`src/design/mscp_pkg.sv`:
```
// shared types, codes and the start code classifier for the start code parser
package mscp_pkg;

    // parse modes
    typedef enum logic [1:0] {
        MODE_SCAN = 2'd0,
        MODE_SEQ  = 2'd1,
        MODE_PIC  = 2'd2
    } parse_mode_t;

    // unit classes as reported on the result word
    localparam logic [2:0] CLS_PACK     = 3'd0;
    localparam logic [2:0] CLS_SYSTEM   = 3'd1;
    localparam logic [2:0] CLS_GOP      = 3'd2;
    localparam logic [2:0] CLS_SEQUENCE = 3'd3;
    localparam logic [2:0] CLS_PICTURE  = 3'd4;
    localparam logic [2:0] CLS_SLICE    = 3'd5;
    localparam logic [2:0] CLS_VIDEO    = 3'd6;
    localparam logic [2:0] CLS_AUDIO    = 3'd7;

    // start code values and ranges
    localparam logic [23:0] PREFIX_CODE   = 24'h000001;
    localparam logic [7:0]  CODE_SEQUENCE = 8'hB3;
    localparam logic [7:0]  CODE_PICTURE  = 8'h00;
    localparam logic [7:0]  CODE_PACK     = 8'hBA;
    localparam logic [7:0]  CODE_SYSTEM   = 8'hBB;
    localparam logic [7:0]  CODE_GOP      = 8'hB8;
    localparam logic [7:0]  SLICE_LAST    = 8'hAF;
    localparam logic [7:0]  AUDIO_FIRST   = 8'hC0;
    localparam logic [7:0]  AUDIO_LAST    = 8'hDF;
    localparam logic [7:0]  VIDEO_FIRST   = 8'hE0;
    localparam logic [7:0]  VIDEO_LAST    = 8'hEF;

    // window holds three bytes when full
    localparam logic [1:0] WINDOW_FULL = 2'd3;
    // last header byte index for each header kind
    localparam logic [1:0] SEQ_LAST_FIELD = 2'd3;
    localparam logic [1:0] PIC_LAST_FIELD = 2'd1;

    // one result word
    typedef struct packed {
        logic [7:0]  start_code;
        logic [2:0]  unit_class;
        logic [11:0] frame_width;
        logic [11:0] frame_height;
        logic [3:0]  rate_code;
        logic [2:0]  coding_type;
    } result_t;

    // class of a code that reports at once; bit 3 flags a known class
    function automatic logic [3:0] classify_code(input logic [7:0] code);
        logic [3:0] res;
        res = 4'd0;
        if (code == CODE_PACK)
            res = {1'b1, CLS_PACK};
        else if (code == CODE_SYSTEM)
            res = {1'b1, CLS_SYSTEM};
        else if (code == CODE_GOP)
            res = {1'b1, CLS_GOP};
        else if (code != CODE_PICTURE && code <= SLICE_LAST)
            res = {1'b1, CLS_SLICE};
        else if (code >= AUDIO_FIRST && code <= AUDIO_LAST)
            res = {1'b1, CLS_AUDIO};
        else if (code >= VIDEO_FIRST && code <= VIDEO_LAST)
            res = {1'b1, CLS_VIDEO};
        return res;
    endfunction

endpackage

```
`src/design/mpeg_start_code_parser_unit.sv`:
```
// top level of the mpeg start code parser: byte scanner, header capture, result skid
//
//   channel   direction  ports                                  meaning
//   s_        in         s_valid s_ready s_data_byte            one stream byte per word
//   m_        out        m_valid m_ready m_start_code ...       one classified start code
//
// one byte is taken per cycle while s_ready is high; the parse state updates at
// the accepting edge and a result is registered on m_, or in the skid register while
// m_ holds one not yet taken; a two-entry output (result plus skid register) sets
// the rate: bytes flow while one result waits; s_ready drops only when both hold
// aresetn is synchronous and active low; it empties the window and both output entries
module mpeg_start_code_parser_unit
    import mscp_pkg::*;
(
    input  logic        aclk,
    input  logic        aresetn,
    input  logic        s_valid,
    output logic        s_ready,
    input  logic [7:0]  s_data_byte,
    output logic        m_valid,
    input  logic        m_ready,
    output logic [7:0]  m_start_code,
    output logic [2:0]  m_unit_class,
    output logic [11:0] m_frame_width,
    output logic [11:0] m_frame_height,
    output logic [3:0]  m_rate_code,
    output logic [2:0]  m_coding_type
);

    // parse state
    parse_mode_t mode_reg, mode_next;
    logic [23:0] window_reg, window_next;
    logic [1:0]  fill_reg, fill_next;
    logic [1:0]  count_reg, count_next;
    logic [23:0] fields_reg, fields_next;
    logic [7:0]  held_reg, held_next;

    // output entries
    logic    out_valid_reg, out_valid_next;
    logic    skid_valid_reg, skid_valid_next;
    result_t out_reg, out_next;
    result_t skid_reg, skid_next;

    logic    accept;
    logic    pop;
    logic    has_result;
    result_t new_result;
    logic [3:0] code_class;

    assign s_ready = !skid_valid_reg;
    assign accept  = s_valid && s_ready;
    assign pop     = out_valid_reg && m_ready;
    assign code_class = classify_code(s_data_byte);

    // parse one byte
    always_comb begin
        mode_next   = mode_reg;
        window_next = window_reg;
        fill_next   = fill_reg;
        count_next  = count_reg;
        fields_next = fields_reg;
        held_next   = held_reg;
        has_result  = 1'b0;
        new_result  = '0;
        unique case (mode_reg)
            MODE_SEQ: begin
                fields_next = {fields_reg[15:0], s_data_byte};
                count_next  = count_reg + 2'd1;
                if (count_reg == SEQ_LAST_FIELD) begin
                    has_result              = 1'b1;
                    new_result.start_code   = held_reg;
                    new_result.unit_class   = CLS_SEQUENCE;
                    new_result.frame_width  = {fields_reg[23:16], fields_reg[15:12]};
                    new_result.frame_height = {fields_reg[11:8], fields_reg[7:0]};
                    new_result.rate_code    = s_data_byte[3:0];
                    mode_next   = MODE_SCAN;
                    count_next  = '0;
                    fields_next = '0;
                end
            end
            MODE_PIC: begin
                fields_next = {fields_reg[15:0], s_data_byte};
                count_next  = count_reg + 2'd1;
                if (count_reg == PIC_LAST_FIELD) begin
                    has_result             = 1'b1;
                    new_result.start_code  = held_reg;
                    new_result.unit_class  = CLS_PICTURE;
                    new_result.coding_type = s_data_byte[5:3];
                    mode_next   = MODE_SCAN;
                    count_next  = '0;
                    fields_next = '0;
                end
            end
            default: begin
                mode_next = MODE_SCAN;
                if (fill_reg == WINDOW_FULL && window_reg == PREFIX_CODE) begin
                    window_next = '0;
                    fill_next   = '0;
                    held_next   = s_data_byte;
                    if (s_data_byte == CODE_SEQUENCE) begin
                        mode_next   = MODE_SEQ;
                        count_next  = '0;
                        fields_next = '0;
                    end else if (s_data_byte == CODE_PICTURE) begin
                        mode_next   = MODE_PIC;
                        count_next  = '0;
                        fields_next = '0;
                    end else begin
                        has_result            = code_class[3];
                        new_result.start_code = s_data_byte;
                        new_result.unit_class = code_class[2:0];
                    end
                end else begin
                    window_next = {window_reg[15:0], s_data_byte};
                    if (fill_reg != WINDOW_FULL)
                        fill_next = fill_reg + 2'd1;
                end
            end
        endcase
    end

    // result register and skid register
    always_comb begin
        out_valid_next  = out_valid_reg;
        skid_valid_next = skid_valid_reg;
        out_next        = out_reg;
        skid_next       = skid_reg;
        if (skid_valid_reg) begin
            if (pop) begin
                out_next        = skid_reg;
                skid_valid_next = 1'b0;
            end
        end else if (accept && has_result) begin
            if (!out_valid_reg || pop) begin
                out_next       = new_result;
                out_valid_next = 1'b1;
            end else begin
                skid_next       = new_result;
                skid_valid_next = 1'b1;
            end
        end else if (pop) begin
            out_valid_next = 1'b0;
        end
    end

    // control registers
    always_ff @(posedge aclk) begin
        if (!aresetn) begin
            mode_reg       <= MODE_SCAN;
            window_reg     <= '0;
            fill_reg       <= '0;
            count_reg      <= '0;
            fields_reg     <= '0;
            held_reg       <= '0;
            out_valid_reg  <= 1'b0;
            skid_valid_reg <= 1'b0;
        end else begin
            if (accept) begin
                mode_reg   <= mode_next;
                window_reg <= window_next;
                fill_reg   <= fill_next;
                count_reg  <= count_next;
                fields_reg <= fields_next;
                held_reg   <= held_next;
            end
            out_valid_reg  <= out_valid_next;
            skid_valid_reg <= skid_valid_next;
        end
    end

    // payload registers
    always_ff @(posedge aclk) begin
        out_reg  <= out_next;
        skid_reg <= skid_next;
    end

    assign m_valid        = out_valid_reg;
    assign m_start_code   = out_reg.start_code;
    assign m_unit_class   = out_reg.unit_class;
    assign m_frame_width  = out_reg.frame_width;
    assign m_frame_height = out_reg.frame_height;
    assign m_rate_code    = out_reg.rate_code;
    assign m_coding_type  = out_reg.coding_type;

endmodule

```
`config.mk`:
```
export PLATFORM = sky130hd
export DESIGN_NAME = mpeg_start_code_parser_unit
export DESIGN_NICKNAME = d
export VERILOG_FILES = /design/src/design/mscp_pkg.sv /design/src/design/mpeg_start_code_parser_unit.sv
export SDC_FILE = /design/constraint.sdc
export NUM_CORES = 1
export LEC_CHECK = 0
export ABC_AREA = 1
export BUFFER_PORTS_ARGS = -buffer_cell sky130_fd_sc_hd__buf_4
export CAP_MARGIN = 20
export CORE_AREA = 2 2 124 114
export DETAILED_ROUTE_END_ITERATION = 10
export DIE_AREA = 0 0 126 116
export PLACE_DENSITY = 0.68
export SYNTH_ARGS = -nofsm -noshare
export SYNTH_HDL_FRONTEND = slang
export SYNTH_SLANG_ARGS = --single-unit
```
`constraint.sdc`:
```
create_clock -name aclk -period 3.8 [get_ports aclk]
set_clock_uncertainty 0.15 [all_clocks]
set_input_delay 0.38 -clock aclk [delete_from_list [all_inputs] [get_ports aclk]]
set_output_delay 0.38 -clock aclk [all_outputs]
set_load 0.01 [all_outputs]
```
==> metrics <==
maxcap violations=0; IO Port Bufs=55; Min Hold Slack=approximately 0.12 ns; count of final hold-check violations=0; Antenna Cells=0; placeable core area=between 0.01 and 0.015 mm^2; Worst setup EP type=flip-flop; root buffer cell=clkbuf_16; Final Instance Area=between 0.007 and 0.008 mm^2; commonest cells in the netlist=nand2_1 (267), nor2_1 (103), edfxtp_1 (84), dfxtp_1 (64), a21oi_1 (57); CTS tree=yes; Clock Latency Late Sink=0.42 ns; Synth top area share=between 30 and 40%; synth unique cells=27; worst hold path class=input port to flip-flop; Avg Inst Size Synth=between 8 and 9 um^2; Synth area leaders=edfxtp_1 (39%), dfxtp_1 (20%), nand2_1 (15%); status=completed; Setup Buffers After CTS=0; critical path fanouts, max=26; clock buffers created by TritonCTS=17; Post-DRT Antenna Nets=0; RSZ-0062 raised after global routing=no; count of final setup violators=0; crit start category=flip-flop; HP Start=s_data_byte[4]; Sequential Power Share=between 40% and 50%; post-CTS sizing=0; initial antenna violation count=0; std cell rows=40; Slew @ Worst Pin=~1 ns; share of cells above drive strength 1=between 10 and 15%; EDFF count, synth=between 80 and 90; fin crit share=73.4%; Post-DP HPWL=between 9000 and 10,000 um; post-placement cell area=0.00700 mm^2; vias in the first global route=about 4.7k; Post-Synthesis Cell Area=between 0.006 and 0.007 mm^2; Slew Viols, Final=0; max reg flops=42; Die Y=between 100 and 150 um; Final GP Congestion=0.870; routed wire length per instance=approximately 14 um; grt total ovfl=0; Via density=5.08; final wirelength=13,800 um; largest net degree at the start of global routing=53; Clk network pwr share=about 48%; clock buffer depth=2; top-level port count=56; initial drt markers=431; nets@finish=a little over 800; Main synth FF type=edfxtp_1; Tmin final=2.79 ns; CP Class=flip-flop to flip-flop; sw frac=20.7%; Crit. Startpoint=mode_reg[0]; largest area contributor in the netlist=edfxtp_1; asr flop ratio synth=0%; Rel. slew slack=35.1%; drt pass-1 iters=5; combinational share of power=~3%; Peak supply drop=0.259 mV; Die W=~130 um; initial core utilization=49.2%; Achievable Freq=roughly 360 MHz; PwrDens=456 mW/mm^2; clock sinks=148; Synth Register Bits=148; CP arrival=approximately 3 ns; setup_tns=0 ns; routed via count=roughly 5.0k; Switch Pwr=about 720 uW; first-pass GRT wire length=about 23,000 um; top-count cell post-synth=nand2_1; Syn Nets=781; Hold-fix buffers, CTS=0; All-Layer GR Usage=approximately a fifth; Final Util=between 50 and 60%; Required @ worst endpoint=around 4 ns; sequential fraction of the synthesis area=about three fifths; reg2reg start=mode_reg[0]; leakage=approximately 3.1 nW; H-Tree Depth=4; yosys warns=0; clock-pin slew on the worst setup and hold paths=0.06 ns; die area=approximately 0.015 mm^2; Area Overhead vs Synth=16.8%; DRC=0; Syn Inst Count=approximately 760; Internal=roughly 2.7 mW
[layer usage]
layer	share of wire (%)	track usage, %	vias up	wire (um)
met5	0	0	-	0
met4	1.3	6.67	0	179
met3	4.5	5.26	22	618
met2	45	30.5	109	6240
met1	49	28.3	2330	6780
li1	-	-	2547	-
[per-stage QoR]
step / cells / total power [mW] / setup WS, ns
3_5_place_dp: 954 / 1.83 / 1.03
4_1_cts: 986 / 3.49 / 1.00
3_3_place_gp: 954 / 1.83 / 1.13
2_1_floorplan: 763 / 1.80 / 0.0184
6_report: 986 / 3.46 / 1.01
5_1_grt: 986 / 3.58 / 0.753
[cells by family (layout without fill, tap and decap cells)]
group,count (synthesis),in the layout,share of synthesized area (%)
simple gates,434,434,27.3
flops,148,148,58.5
buf+inv,90,145,5.99
compound gates,85,85,7.05
fa+ha+maj,6,6,1.16
[layout by cell type (no fill, tap or decap), types with 8 or more instances in the layout]
cell and instances:
inv_2 8, dfxtp_1 64, a21oi_1 56, nand2_1 267, o21ai_1 15, clkbuf_16 17, inv_1 43, nor2_1 102
nand3_1 48, buf_4 62, edfxtp_1 84
[power by group through the flow]
stage	clock [mW]	sequential [mW]	combinational, mW
6_report	1.67	1.69	0.103
3_3_place_gp	0	1.73	0.100
4_1_cts	1.70	1.69	0.104
5_1_grt	1.77	1.69	0.117
3_5_place_dp	0	1.73	0.103
2_1_floorplan	0	1.72	0.0704
[critical path: stages (launching register included)]
cell	delay [ns]
dfxtp_1	0.35
inv_1	0.05
ha_1	0.51
inv_1	0.21
nor2_2	0.49
inv_2	0.34
nor3_4	0.40
nand2_1	0.09
a21oi_1	0.12
[cell type report]
class	instances	area, um^2
Clock buffer	19	433
Fill cell	1197	5630
Sequential cell	148	3800
Tap cell	168	210
Inverter	51	191
Multi-Input combinational cell	525	2320
Clock inverter	13	159
Timing Repair Buffer	62	465
[final timing paths]
path                    endpoint  slack, ns  depth (start not counted)
hold reg to reg   window_reg[21]       0.31                          2
setup / recovery     mode_reg[0]       1.01                          8
setup reg to reg     mode_reg[0]       1.01                          8
hold / removal       held_reg[4]       0.12                          3
Power figures use the tool's default switching activity.
